**config.mk**
```make
export PLATFORM = sky130hd
export DESIGN_NAME = source_text_tokenizer
export DESIGN_NICKNAME = d
export VERILOG_FILES = /design/src/stt_pkg.sv /design/src/stt_scan.sv /design/src/stt_queue.sv /design/src/source_text_tokenizer.sv
export SDC_FILE = /design/constraint.sdc
export NUM_CORES = 1
export LEC_CHECK = 0
export ABC_CLOCK_PERIOD_IN_PS = 6800
export BUFFER_PORTS_ARGS = -buffer_cell sky130_fd_sc_hd__buf_2
export CAP_MARGIN = 20
export CORE_ASPECT_RATIO = 1.1
export CORE_MARGIN = 2
export CORE_UTILIZATION = 40
export CTS_CLUSTER_DIAMETER = 60
export CTS_CLUSTER_SIZE = 40
export DETAILED_ROUTE_END_ITERATION = 16
export GPL_TIMING_DRIVEN = 1
export SYNTH_ARGS = -nofsm -noshare
export SYNTH_HDL_FRONTEND = slang
export SYNTH_SLANG_ARGS = --single-unit
```
**constraint.sdc**
```tcl
create_clock -name clock -period 6.8 [get_ports clock]
set_input_delay 1.02 -clock clock [delete_from_list [all_inputs] [get_ports clock]]
set_output_delay 1.02 -clock clock [all_outputs]
set_load 0.005 [all_outputs]
```
**src/stt_pkg.sv**
```systemverilog
`default_nettype none
// ----------------------------------------------------------------------------
// stt_pkg: shared types and constants of the source text tokenizer
// Request and response payloads, the paired result entry, token kinds
// and the keyword and operator tables.
// ----------------------------------------------------------------------------
package stt_pkg;

   localparam int POSITION_BITS_DEF   = 16;
   localparam int KEYWORD_MAX_LEN_DEF = 5;

   localparam int OP_COUNT = 7;
   localparam int KW_COUNT = 7;

   localparam logic [4:0] KIND_NUMBER  = 5'd7;
   localparam logic [4:0] KIND_IDENT   = 5'd8;
   localparam logic [4:0] KIND_KW_BASE = 5'd9;
   localparam logic [4:0] KIND_END     = 5'd16;
   localparam logic [4:0] KIND_BAD     = 5'd17;
   localparam logic [4:0] KIND_OVF     = 5'd18;

   localparam logic [34:0] NUM_LIMIT = 35'd2147483647;
   localparam logic [15:0] LEN_SAT   = 16'hFFFF;

   // operator characters, in token kind order
   localparam logic [7:0] OP_CHARS [OP_COUNT] = '{
      8'h2B, 8'h2D, 8'h2A, 8'h2F, 8'h28, 8'h29, 8'h3B
   };

   // keywords, first character in the lowest byte
   localparam logic [63:0] KW_TEXT [KW_COUNT] = '{
      64'h0000_0000_0074_656C,   // let
      64'h0000_0074_6E69_7270,   // print
      64'h0000_0065_6C69_6877,   // while
      64'h0000_0000_0000_6F64,   // do
      64'h0000_0000_0064_6E65,   // end
      64'h0000_0000_0000_6669,   // if
      64'h0000_0000_6E65_6874    // then
   };
   localparam logic [15:0] KW_LEN [KW_COUNT] = '{
      16'd3, 16'd5, 16'd5, 16'd2, 16'd3, 16'd2, 16'd4
   };

   typedef struct packed {
      logic [7:0] char_code;
      logic       end_mark;
   } req_type;

   typedef struct packed {
      logic [4:0]  token_kind;
      logic [30:0] number_value;
      logic [15:0] token_start;
      logic [15:0] token_length;
      logic [7:0]  bad_char;
      logic        last;
   } rsp_type;

   // results caused by one request
   typedef struct packed {
      logic [1:0] count;
      rsp_type    first;
      rsp_type    second;
   } pair_type;

endpackage
`default_nettype wire

```
**src/stt_scan.sv**
```systemverilog
`default_nettype none
// ----------------------------------------------------------------------------
// stt_scan: scanner state and per-byte token logic
// Holds the open run and the byte position, and forms up to two results
// for each accepted request in the same cycle.
// ----------------------------------------------------------------------------
module stt_scan #(
   parameter int POSITION_BITS   = stt_pkg::POSITION_BITS_DEF,
   parameter int KEYWORD_MAX_LEN = stt_pkg::KEYWORD_MAX_LEN_DEF
) (
   input  wire logic              clock,
   input  wire logic              reset,
   input  wire logic              accept,
   input  wire stt_pkg::req_type  req,
   output stt_pkg::pair_type      pair
);

   localparam int PrefixBits = KEYWORD_MAX_LEN * 8;

   localparam logic [1:0] MODE_IDLE  = 2'd0;
   localparam logic [1:0] MODE_NUM   = 2'd1;
   localparam logic [1:0] MODE_IDENT = 2'd2;
   localparam logic [1:0] MODE_ERR   = 2'd3;

   localparam logic [7:0] CH_0  = 8'h30;
   localparam logic [7:0] CH_9  = 8'h39;
   localparam logic [7:0] CH_UA = 8'h41;
   localparam logic [7:0] CH_UZ = 8'h5A;
   localparam logic [7:0] CH_LA = 8'h61;
   localparam logic [7:0] CH_LZ = 8'h7A;
   localparam logic [7:0] CH_US = 8'h5F;
   localparam logic [7:0] CH_SP = 8'h20;
   localparam logic [7:0] CH_TAB = 8'h09;
   localparam logic [7:0] CH_CR  = 8'h0D;

   logic [1:0]               mode_ff, mode_in;
   logic [30:0]              acc_ff, acc_in;
   logic                     ovf_ff, ovf_in;
   logic [POSITION_BITS-1:0] start_ff, start_in;
   logic [15:0]              len_ff, len_in;
   logic [PrefixBits-1:0]    prefix_ff, prefix_in;
   logic [POSITION_BITS-1:0] pos_ff, pos_in;

   logic [7:0]       c;
   logic [7:0]       c_lower;
   logic             is_digit, is_alpha, is_space, id_first, id_next;
   logic [34:0]      prod;
   logic [15:0]      len_bump;
   logic [4:0]       kw_kind;
   logic             op_hit;
   logic [4:0]       op_kind;
   stt_pkg::rsp_type close_res, char_res, end_res;
   logic             has_close, has_char;

   assign c        = req.char_code;
   assign is_digit = (c >= CH_0) && (c <= CH_9);
   assign is_alpha = ((c >= CH_UA) && (c <= CH_UZ)) || ((c >= CH_LA) && (c <= CH_LZ));
   assign is_space = (c == CH_SP) || ((c >= CH_TAB) && (c <= CH_CR));
   assign id_first = is_alpha || (c == CH_US);
   assign id_next  = id_first || is_digit;
   assign c_lower  = ((c >= CH_UA) && (c <= CH_UZ)) ? c + 8'd32 : c;
   assign prod     = (35'(acc_ff) << 3) + (35'(acc_ff) << 1) + 35'(c - CH_0);
   assign len_bump = (len_ff == stt_pkg::LEN_SAT) ? len_ff : len_ff + 16'd1;

   always_comb begin
      kw_kind = stt_pkg::KIND_IDENT;
      for (int i = 0; i < stt_pkg::KW_COUNT; i++) begin
         if (len_ff == stt_pkg::KW_LEN[i] &&
             prefix_ff == stt_pkg::KW_TEXT[i][PrefixBits-1:0]) begin
            kw_kind = stt_pkg::KIND_KW_BASE + 5'(i);
         end
      end
   end

   always_comb begin
      op_hit  = 1'b0;
      op_kind = '0;
      for (int i = 0; i < stt_pkg::OP_COUNT; i++) begin
         if (c == stt_pkg::OP_CHARS[i]) begin
            op_hit  = 1'b1;
            op_kind = 5'(i);
         end
      end
   end

   always_comb begin
      close_res              = '0;
      close_res.token_start  = 16'(start_ff);
      close_res.token_length = len_ff;
      if (mode_ff == MODE_NUM) begin
         if (ovf_ff) begin
            close_res.token_kind = stt_pkg::KIND_OVF;
         end else begin
            close_res.token_kind   = stt_pkg::KIND_NUMBER;
            close_res.number_value = acc_ff;
         end
      end else begin
         close_res.token_kind = kw_kind;
      end

      end_res             = '0;
      end_res.token_kind  = stt_pkg::KIND_END;
      end_res.token_start = 16'(pos_ff);
   end

   always_comb begin
      mode_in   = mode_ff;
      acc_in    = acc_ff;
      ovf_in    = ovf_ff;
      start_in  = start_ff;
      len_in    = len_ff;
      prefix_in = prefix_ff;
      pos_in    = pos_ff + POSITION_BITS'(1);
      has_close = 1'b0;
      has_char  = 1'b0;
      char_res              = '0;
      char_res.token_start  = 16'(pos_ff);
      char_res.token_length = 16'd1;

      if (req.end_mark) begin
         has_close = (mode_ff == MODE_NUM) || (mode_ff == MODE_IDENT);
         has_char  = 1'b1;
         char_res  = end_res;
         mode_in   = MODE_IDLE;
         acc_in    = '0;
         ovf_in    = 1'b0;
         start_in  = '0;
         len_in    = '0;
         prefix_in = '0;
         pos_in    = '0;
      end else if (mode_ff == MODE_ERR) begin
         mode_in = MODE_ERR;
      end else if (mode_ff == MODE_NUM && is_digit) begin
         if (!ovf_ff) begin
            if (prod > stt_pkg::NUM_LIMIT) begin
               ovf_in = 1'b1;
            end else begin
               acc_in = prod[30:0];
            end
         end
         len_in = len_bump;
      end else if (mode_ff == MODE_IDENT && id_next) begin
         for (int b = 0; b < KEYWORD_MAX_LEN; b++) begin
            if (len_ff == 16'(b)) begin
               prefix_in[b*8 +: 8] = c_lower;
            end
         end
         len_in = len_bump;
      end else if (mode_ff == MODE_NUM && ovf_ff) begin
         // overflowed run ends: report it, drop this byte
         has_close = 1'b1;
         mode_in   = MODE_ERR;
      end else begin
         has_close = (mode_ff != MODE_IDLE);
         mode_in   = MODE_IDLE;
         if (op_hit) begin
            has_char            = 1'b1;
            char_res.token_kind = op_kind;
         end else if (is_space) begin
            mode_in = MODE_IDLE;
         end else if (is_digit) begin
            mode_in   = MODE_NUM;
            acc_in    = 31'(c - CH_0);
            ovf_in    = 1'b0;
            start_in  = pos_ff;
            len_in    = 16'd1;
            prefix_in = '0;
         end else if (id_first) begin
            mode_in   = MODE_IDENT;
            acc_in    = '0;
            ovf_in    = 1'b0;
            start_in  = pos_ff;
            len_in    = 16'd1;
            prefix_in = PrefixBits'(c_lower);
         end else begin
            has_char            = 1'b1;
            char_res.token_kind = stt_pkg::KIND_BAD;
            char_res.bad_char   = c;
            mode_in             = MODE_ERR;
         end
      end
   end

   always_comb begin
      pair = '0;
      if (has_close && has_char) begin
         pair.count       = 2'd2;
         pair.first       = close_res;
         pair.second      = char_res;
         pair.second.last = 1'b1;
      end else if (has_close) begin
         pair.count      = 2'd1;
         pair.first      = close_res;
         pair.first.last = 1'b1;
      end else if (has_char) begin
         pair.count      = 2'd1;
         pair.first      = char_res;
         pair.first.last = 1'b1;
      end
   end

   always_ff @(posedge clock) begin
      if (reset) begin
         mode_ff   <= MODE_IDLE;
         acc_ff    <= '0;
         ovf_ff    <= 1'b0;
         start_ff  <= '0;
         len_ff    <= '0;
         prefix_ff <= '0;
         pos_ff    <= '0;
      end else if (accept) begin
         mode_ff   <= mode_in;
         acc_ff    <= acc_in;
         ovf_ff    <= ovf_in;
         start_ff  <= start_in;
         len_ff    <= len_in;
         prefix_ff <= prefix_in;
         pos_ff    <= pos_in;
      end
   end

   assert property (@(posedge clock) disable iff (reset)
      (accept && req.end_mark) |=> (mode_ff == MODE_IDLE && pos_ff == '0))
      else $error("end of source did not restart the scanner");

   assert property (@(posedge clock) disable iff (reset)
      (mode_ff == MODE_ERR) |=> (mode_ff == MODE_ERR || $past(accept && req.end_mark)))
      else $error("left error mode without end of source");

   assert property (@(posedge clock) disable iff (reset)
      (mode_ff == MODE_NUM && !ovf_ff) |-> (35'(acc_ff) <= stt_pkg::NUM_LIMIT))
      else $error("number accumulator above limit without overflow flag");

endmodule
`default_nettype wire

```
**src/stt_queue.sv**
```systemverilog
`default_nettype none
// ----------------------------------------------------------------------------
// stt_queue: two-entry response queue
// Holds the result pairs of accepted requests and hands them out one
// response at a time.
// ----------------------------------------------------------------------------
module stt_queue (
   input  wire logic               clock,
   input  wire logic               reset,
   input  wire logic               push,
   input  wire stt_pkg::pair_type  push_data,
   output logic                    full,
   output logic                    rsp_valid,
   input  wire logic               rsp_stall,
   output stt_pkg::rsp_type        rsp_data
);

   stt_pkg::pair_type entry_ff [2];
   stt_pkg::pair_type head;
   logic       wr_ptr_ff, rd_ptr_ff;
   logic       sub_ff, sub_in;
   logic [1:0] count_ff, count_in;
   logic       pop, pop_item;

   assign head      = entry_ff[rd_ptr_ff];
   assign full      = (count_ff == 2'd2);
   assign rsp_valid = (count_ff != 2'd0);
   assign rsp_data  = sub_ff ? head.second : head.first;
   assign pop       = rsp_valid && !rsp_stall;
   assign pop_item  = pop && (sub_ff || head.count == 2'd1);

   always_comb begin
      count_in = count_ff + 2'(push) - 2'(pop_item);
      sub_in   = sub_ff;
      if (pop) begin
         sub_in = !pop_item;
      end
   end

   always_ff @(posedge clock) begin
      if (push) begin
         entry_ff[wr_ptr_ff] <= push_data;
      end
   end

   always_ff @(posedge clock) begin
      if (reset) begin
         wr_ptr_ff <= 1'b0;
         rd_ptr_ff <= 1'b0;
         sub_ff    <= 1'b0;
         count_ff  <= '0;
      end else begin
         wr_ptr_ff <= wr_ptr_ff ^ push;
         rd_ptr_ff <= rd_ptr_ff ^ pop_item;
         sub_ff    <= sub_in;
         count_ff  <= count_in;
      end
   end

   assert property (@(posedge clock) disable iff (reset)
      push |-> (!full && push_data.count != 2'd0))
      else $error("push into full queue or empty pair");

   assert property (@(posedge clock) disable iff (reset)
      sub_ff |-> (rsp_valid && head.count == 2'd2))
      else $error("second response selected without a pair");

   assert property (@(posedge clock) disable iff (reset)
      rsp_valid |-> (rsp_data.last == (sub_ff || head.count == 2'd1)))
      else $error("last flag out of step with the pair");

   assert property (@(posedge clock) disable iff (reset)
      (pop_item && !push) |=> (count_ff == $past(count_ff) - 2'd1))
      else $error("queue count did not drop on pop");

endmodule
`default_nettype wire

```
**src/source_text_tokenizer.sv**
```systemverilog
`default_nettype none
// ----------------------------------------------------------------------------
// source_text_tokenizer: streaming lexical analyzer
// Takes one source byte per request and returns number, identifier,
// keyword, operator, end and error tokens.
// ----------------------------------------------------------------------------
// A request is taken every cycle while req_stall is low: each byte is
// scanned in the cycle it is accepted, and its tokens, if any, go as one
// entry into a two-entry response queue, so with the queue empty the
// response channel shows a token the cycle after the request. A request
// that gives two tokens hands them out one after the other, so sustained
// rate is one request per cycle as long as requests average at most one
// token; the response port, one token per cycle while rsp_stall is low,
// sets the limit otherwise. req_stall rises only while both queue entries are occupied.
module source_text_tokenizer #(
   parameter int POSITION_BITS   = stt_pkg::POSITION_BITS_DEF,
   parameter int KEYWORD_MAX_LEN = stt_pkg::KEYWORD_MAX_LEN_DEF
) (
   input  wire logic              clock,
   input  wire logic              reset,
   input  wire logic              req_valid,
   output logic                   req_stall,
   input  wire stt_pkg::req_type  req_data,
   output logic                   rsp_valid,
   input  wire logic              rsp_stall,
   output stt_pkg::rsp_type       rsp_data
);

   logic              accept;
   logic              full;
   stt_pkg::pair_type pair;

   assign req_stall = full;
   assign accept    = req_valid && !full;

   stt_scan #(
      .POSITION_BITS   (POSITION_BITS),
      .KEYWORD_MAX_LEN (KEYWORD_MAX_LEN)
   ) u_scan (
      .clock  (clock),
      .reset  (reset),
      .accept (accept),
      .req    (req_data),
      .pair   (pair)
   );

   stt_queue u_queue (
      .clock     (clock),
      .reset     (reset),
      .push      (accept && pair.count != 2'd0),
      .push_data (pair),
      .full      (full),
      .rsp_valid (rsp_valid),
      .rsp_stall (rsp_stall),
      .rsp_data  (rsp_data)
   );

endmodule
`default_nettype wire

```
==> impl_metrics.env, run 1 <==
export IMPL_peakVddDrop_mv=0.245
export IMPL_synth_warnings=0
export IMPL_cp_startpoint="req_data[5]"
export IMPL_ant_nets=0
export IMPL_detail_route_wl_per_cell_um=18.8
export IMPL_viasPerCell=5.53
export IMPL_place_congestion=0.890
export IMPL_syn_nets=1686
export IMPL_wl_mm=42.1
export IMPL_whs_path_depth=2
export IMPL_final_cell_area_um2=19700
export IMPL_clockRootBuffer="clkbuf_16"
export IMPL_end_kind="flip-flop"
export IMPL_hold_viol=0
export IMPL_cp_required_ns=7.29
export IMPL_yosysSeqAreaShare_pct=50.8
export IMPL_maxCapViolCount=0
export IMPL_setup_viol_count_final=0
export IMPL_cts_tree="built"
export IMPL_place_ws_ns=1.22
export IMPL_drcViolationCount=0
export IMPL_fp_coreArea_um2=43400
export IMPL_cts_sinks=341
export IMPL_synth_seq_cells=341
export IMPL_drv_slew=0
export IMPL_min_delay_start="u_scan.start_ff[10]"
export IMPL_r2r_start="u_scan.acc_ff[0]"
export IMPL_initial_core_util_pct=40.7
export IMPL_yosys_area_share_simple_pct=16.0
export IMPL_antenna_found_initial=4
export IMPL_min_period_ns=5.06
export IMPL_die_area_um2=45800
export IMPL_placed_area_um2=18700
export IMPL_ctsResizeCount=0
export IMPL_pin_count=92
export IMPL_fp_dieH_um=224
export IMPL_clock_latency_ns=0.58
export IMPL_fp_row_count=80
export IMPL_ctsHtreeMaxLevel=1
export IMPL_yosysUniqueCellTypes=84
export IMPL_finalCritPeriodShare_pct=74.4
export IMPL_leakagePower_nw=7.36
export IMPL_drtIter0Drc=886
export IMPL_grt_first_pass_wirelength_mm=66.8
export IMPL_synthToLayoutAreaGrowth_pct=11.5
export IMPL_first_global_vias=12000
export IMPL_max_freq_mhz=198
export IMPL_dr_pass1_iters=6
export IMPL_grt_use_total_pct=18.3
export IMPL_max_stage_delay_ns=0.55
export IMPL_slowest_stage="nor2_8"
export IMPL_fillers=4010
export IMPL_crit_path_max_fanout=28
export IMPL_rsz0062_at_grt="no"
export IMPL_dp_hpwl_mm=29.7
export IMPL_layout_setup_ws_ns=1.74
export IMPL_nets=1745
export IMPL_crit_path_cell_trace="buf_2 > ha_1 > nor2_2 > buf_4 > fa_1 > ha_1 > a21oi_1 > o21bai_1 > a2111oi_0 > nand2_1 > or3_1 > o2111ai_1 > and4bb_1 > nor2_8 > mux2i_1"
export IMPL_clk_pin_slew_worst_paths_ns=0.08
export IMPL_yosys_area_share_xor_xnor_pct=2.78
export IMPL_io_buffers=91
export IMPL_power_density_nw_per_um2=288
export IMPL_clockBufferDepth=3
export IMPL_synth_edf_count=214
export IMPL_start_kind="input pin"
export IMPL_crit_top_cell="ha_1"
export IMPL_synth_top_family_by_area="simple AND/OR/NAND/NOR gates"
export IMPL_layout_drive_gt1_share_pct=13.8
export IMPL_ff2ff_path_depth=13
export IMPL_tightestPinTransition_ns=1.01
export IMPL_fin_cells=2238
export IMPL_syn_inst=1584
export IMPL_post_cts_buffers=0
export IMPL_reg2reg_slack_ns=2.51
export IMPL_vias=12400
export IMPL_fin_skew_ns=0.0330
export IMPL_relSlewSlack_pct=32.3
export IMPL_grt_max_degree=80
export IMPL_die_w_um=204
export IMPL_overflow=0
export IMPL_status="completed"
export IMPL_synth_fa_ha_area_share_pct=7.58
export IMPL_numCtsBuffers=26
export IMPL_netlist_area_um2=17700
export IMPL_dp_cells=2189
export IMPL_arrival_ns=5.55
export IMPL_hold_buffers=0
export IMPL_synth_compound_area_share_pct=9.42
export IMPL_syn_mean_instance_area_um2=11.1
export IMPL_synthMuxAreaShare_pct=10.4
export IMPL_crit_type="in -> reg"
export IMPL_hold_path_class="reg -> reg"
export IMPL_ys_flop_type="edfxtp_1"
export IMPL_synthArstFlopShare_pct=0
export IMPL_finalSetupTns_ns=0
export IMPL_hold_path_endpoint="u_scan.start_ff[10]"
export IMPL_rr_endpoint="u_scan.acc_ff[28]"
[state kept, by name, indices dropped and copies added, names as in the netlist]
register,count
u_queue.count_ff,2
u_queue.entry_ff,214
u_queue.rd_ptr_ff,1
u_queue.sub_ff,1
u_queue.wr_ptr_ff,1
u_scan.acc_ff,31
u_scan.len_ff,16
u_scan.mode_ff,2
u_scan.ovf_ff,1
u_scan.pos_ff,16
u_scan.prefix_ff,40
u_scan.start_ff,16
[metrics by stage]
stage,utilization [%],power [mW],hold slack [ns]
2_1_floorplan,-,3.49,0.432
3_3_place_gp,43.0,3.99,0.438
3_5_place_dp,43.0,4.01,0.443
4_1_cts,45.3,5.74,0.455
5_1_grt,45.3,5.94,0.473
6_report,45.3,5.66,0.456
[power breakdown]
group | internal (mW) | switching, mW
Clock | 0.864 | 0.867
Combinational | 0.525 | 0.782
Sequential | 2.52 | 0.108
[cell usage in the layout (no fill, tap or decap), types with 13 or more instances in the layout]
master     Yosys  routed
nand4_1       24      24
mux2i_1      111     111
buf_4          2      14
a22o_1        18      18
xor2_1        33      33
inv_1         53      52
edfxtp_1     214     214
and2_1        60      60
dfxtp_1      127     125
ha_1          59      57
nor3_1        34      34
nor2_1       137     136
nor2b_1       13      13
nor4_1        16      16
nand2_1      164     164
clkbuf_16      0      26
a21oi_1       75      75
fa_1          30      30
and3_1        26      26
xnor2_1       23      23
nand3_1       42      42
o21ai_0       61      61
mux4_2        30      30
buf_2         11      91
[synth_stat cells, types with 9 or more instances]
| cell | count | area [µm²] |
|---|---|---|
| edfxtp_1 | 214 | 6430 |
| nand2_1 | 164 | 616 |
| nor2_1 | 137 | 514 |
| dfxtp_1 | 127 | 2540 |
| mux2i_1 | 111 | 1110 |
| a21oi_1 | 75 | 375 |
| o21ai_0 | 61 | 305 |
| and2_1 | 60 | 375 |
| ha_1 | 59 | 738 |
| clkbuf_1 | 54 | 203 |
| inv_1 | 53 | 199 |
| nand3_1 | 42 | 210 |
| nor3_1 | 34 | 170 |
| xor2_1 | 33 | 289 |
| fa_1 | 30 | 601 |
| mux4_2 | 30 | 676 |
| and3_1 | 26 | 163 |
| nand4_1 | 24 | 150 |
| xnor2_1 | 23 | 201 |
| a22o_1 | 18 | 158 |
| nor4_1 | 16 | 100 |
| nor2b_1 | 13 | 81.3 |
| a31oi_1 | 11 | 68.8 |
| buf_2 | 11 | 55.1 |
| a21o_1 | 9 | 67.6 |
| or3_1 | 9 | 56.3 |
[routing by layer]
layer  vias up  share of wire, %  global-route usage [%]
met1      6079                45                    25.7
met2       334                48                    30.2
li1       5900                 -                       -
met3        55               5.3                    2.16
met5         -             0.062                       0
met4         6               1.8                    4.35
[worst max-delay path: cells and delay by family]
kind / cells / cell delay, ns
simple gates: 5 / 1.46
fa+ha+maj: 3 / 1.22
compound gates: 4 / 0.98
buf+inv: 2 / 0.58
mux: 1 / 0.24
[area by class of cell]
| type | instances | area [µm²] | share of cell area [%] |
|---|---|---|---|
| multi-input combinational | 1112 | 8180 | 41.5 |
| clock inverter | 19 | 334 | 1.70 |
| antenna | 1 | 2.50 | 0.0127 |
| sequential | 341 | 8970 | 45.6 |
| clock buffer | 29 | 672 | 3.41 |
| tap | 574 | 718 | 3.65 |
| inverter | 54 | 203 | 1.03 |
| timing repair buffer | 108 | 612 | 3.11 |
[worst max-delay path by stage]
stage                                   endpoint  slack [ns]  cells past startpoint
after floorplan           u_queue.entry_ff[1][0]        0.60                     14
after global placement         u_scan.acc_ff[10]        1.32                     15
after detailed placement        u_scan.acc_ff[5]        1.22                     18
after CTS                      u_scan.acc_ff[12]        1.83                     18
after global routing           u_scan.acc_ff[28]        1.41                     15
final                          u_scan.acc_ff[28]        1.74                     15
[cell families (layout without fill, tap and decap cells)]
| family | after synthesis | after routing |
|---|---|---|
| XOR/XNOR | 56 | 56 |
| adder cells (fa/ha/maj) | 89 | 89 |
| buffers and inverters | 131 | 210 |
| other | 0 | 1 |
| AND/OR/NAND/NOR | 570 | 570 |
| flip-flops | 341 | 341 |
| multiplexers | 146 | 146 |
| AO/OA/AOI/OAI | 251 | 251 |
Note: power is estimated with default switching activity, not from simulation.
==> run 2: changes to the inputs <==
- ABC_CLOCK_PERIOD_IN_PS: 6800 -> 4700
- clock period: 6.8 -> 4.7 ns (I/O delays scaled with it)
==> impl_metrics.env, run 2 (same netlist as run 1, synthesis figures left out) <==
export IMPL_placed_area_um2=19300
export IMPL_arrival_ns=4.61
export IMPL_ant_nets=0
export IMPL_setup_viol_count_final=0
export IMPL_die_area_um2=45800
export IMPL_regMostFlops="u_queue.entry_ff"
export IMPL_maxCapViolCount=0
export IMPL_io_buffers=91
export IMPL_final_common_cell="edfxtp_1"
export IMPL_post_cts_buffers=0
export IMPL_ctsHtreeMaxLevel=1
export IMPL_die_w_um=204
export IMPL_place_congestion=0.906
export IMPL_p_sw_mw=2.65
export IMPL_clockRootBuffer="clkbuf_16"
export IMPL_detail_route_wl_per_cell_um=18.6
export IMPL_vias=12600
export IMPL_nets=1806
export IMPL_p_int_mw=5.65
export IMPL_finalSetupTns_ns=0
export IMPL_first_global_vias=12400
export IMPL_layout_common_cells="edfxtp_1 (214), nand2_1 (164), nor2_1 (136), dfxtp_1 (125), mux2i_1 (111)"
export IMPL_r2r_start="u_scan.acc_ff[2]"
export IMPL_largest_reg_flops=214
export IMPL_utilization_pct=46.8
export IMPL_drv_slew=0
export IMPL_fp_dieH_um=224
export IMPL_hold_path_class="in -> reg"
export IMPL_crit_type="in -> reg"
export IMPL_hold_buffers=0
export IMPL_grt_use_total_pct=18.6
export IMPL_synthToLayoutAreaGrowth_pct=15.0
export IMPL_p_seq_share_pct=46.5
export IMPL_viasPerCell=5.46
export IMPL_cts_sinks=341
export IMPL_ff2ff_path_depth=14
export IMPL_cp_required_ns=5.20
export IMPL_tightestPinTransition_ns=1.04
export IMPL_finalCritPeriodShare_pct=87.4
export IMPL_layout_drive_gt1_share_pct=17.4
export IMPL_final_cell_area_um2=20300
export IMPL_min_delay_start="rsp_stall"
export IMPL_hold_path_endpoint="u_queue.sub_ff"
export IMPL_grt_first_pass_wirelength_mm=68.0
export IMPL_leakagePower_nw=7.70
export IMPL_fin_skew_ns=0.0373
export IMPL_max_freq_mhz=243
export IMPL_largest_registers="u_queue.entry_ff: 214 flops, u_scan.prefix_ff: 40 flops, u_scan.acc_ff: 31 flops"
export IMPL_wl_mm=42.7
export IMPL_whs_path_depth=4
export IMPL_initial_core_util_pct=40.7
export IMPL_cts_tree="built"
export IMPL_drcViolationCount=0
export IMPL_end_kind="flip-flop"
export IMPL_fp_row_count=80
export IMPL_power_frac_comb_pct=23.4
export IMPL_pin_count=92
export IMPL_swShare_pct=31.9
export IMPL_status="completed"
export IMPL_power_density_nw_per_um2=408
export IMPL_antenna_found_initial=3
export IMPL_grt_max_degree=80
export IMPL_overflow=0
export IMPL_relSlewSlack_pct=30.8
export IMPL_rr_endpoint="u_scan.acc_ff[11]"
export IMPL_ctsResizeCount=0
export IMPL_start_kind="input pin"
export IMPL_peakVddDrop_mv=0.239
export IMPL_min_period_ns=4.11
export IMPL_p_total_mw=8.29
export IMPL_clockBufferDepth=3
export IMPL_clock_latency_ns=0.60
export IMPL_crit_path_max_fanout=13
export IMPL_dr_pass1_iters=6
export IMPL_fp_coreArea_um2=43400
export IMPL_layout_setup_ws_ns=0.593
export IMPL_drtIter0Drc=743
export IMPL_numCtsBuffers=25
export IMPL_reg2reg_slack_ns=0.70
export IMPL_rsz0062_at_grt="no"
export IMPL_hold_viol=0
export IMPL_clk_pin_slew_worst_paths_ns=0.09
export IMPL_place_ws_ns=-0.0335
export IMPL_fillers=4025
export IMPL_dp_hpwl_mm=31.0
export IMPL_power_share_clock_pct=30.0
run 2: cell count changes in the layout (fill, tap and decap cells not counted), moves of 3 or more:
cell / previous run / this run
a21oi_2: 6 / 9
buf_12: 2 / 8
clkinv_4: 3 / 0
a21oi_1: 75 / 72
buf_4: 14 / 69
run 2: area by class of cell:
cell class | instances | area (µm²) | share of cell area, %
Tap cell | 574 | 718 | 3.54
Antenna cell | 2 | 5.00 | 0.0246
Multi-Input combinational cell | 1112 | 8240 | 40.6
Sequential cell | 341 | 8980 | 44.2
Clock inverter | 20 | 360 | 1.77
Timing Repair Buffer | 170 | 1160 | 5.69
Clock buffer | 26 | 651 | 3.20
Inverter | 54 | 203 | 0.998
run 2: worst max-delay path by stage:
stage	cells after the start	slack, ns	to	startpoint
floorplan	16	0.01	u_scan.acc_ff[17]	req_data[8]
global placement	19	0.06	u_scan.acc_ff[10]	req_data[7]
detailed placement	19	-0.03	u_scan.acc_ff[12]	req_data[7]
CTS	16	0.59	u_scan.acc_ff[18]	req_data[5]
global route	19	0.33	u_scan.acc_ff[16]	req_data[7]
finish	19	0.59	u_scan.acc_ff[11]	req_data[7]
run 2: power by group through the flow:
stage | registers, mW | clock network (mW) | logic, mW
4_1_cts | 3.87 | 2.54 | 1.98
3_5_place_dp | 3.94 | 0 | 1.98
6_report | 3.86 | 2.49 | 1.94
2_1_floorplan | 3.80 | 0 | 1.24
5_1_grt | 3.91 | 2.66 | 2.13
3_3_place_gp | 3.92 | 0 | 1.96
run 2: critical path, stage by stage:
cell,delay [ns]
buf_2,0.12
inv_1,0.06
ha_1,0.17
and2_1,0.17
nor2_1,0.11
xnor2_1,0.10
fa_1,0.48
inv_1,0.04
ha_1,0.34
a21oi_1,0.19
o211ai_1,0.11
o211a_1,0.15
o311a_1,0.36
or3_1,0.33
o2111ai_1,0.10
and4bb_1,0.33
nor2_8,0.33
buf_12,0.19
mux2i_1,0.18
run 2: per-layer routing:
metal | track usage [%] | part of all wire, % | wire (µm) | vias to the layer above
met4 | 4.89 | 2.3 | 971 | 4
met2 | 31.1 | 48 | 20500 | 264
li1 | - | - | - | 6021
met3 | 2.30 | 4.2 | 1780 | 68
met1 | 25.6 | 45 | 19400 | 6195
met5 | 0 | 0.049 | 21 | -
run 2: per-stage QoR:
step,instances,hold WS (ns)
after floorplan,1584,0.432
after global placement,2249,0.438
after detailed placement,2251,0.444
after CTS,2297,0.371
after global routing,2298,0.394
final,2299,0.395
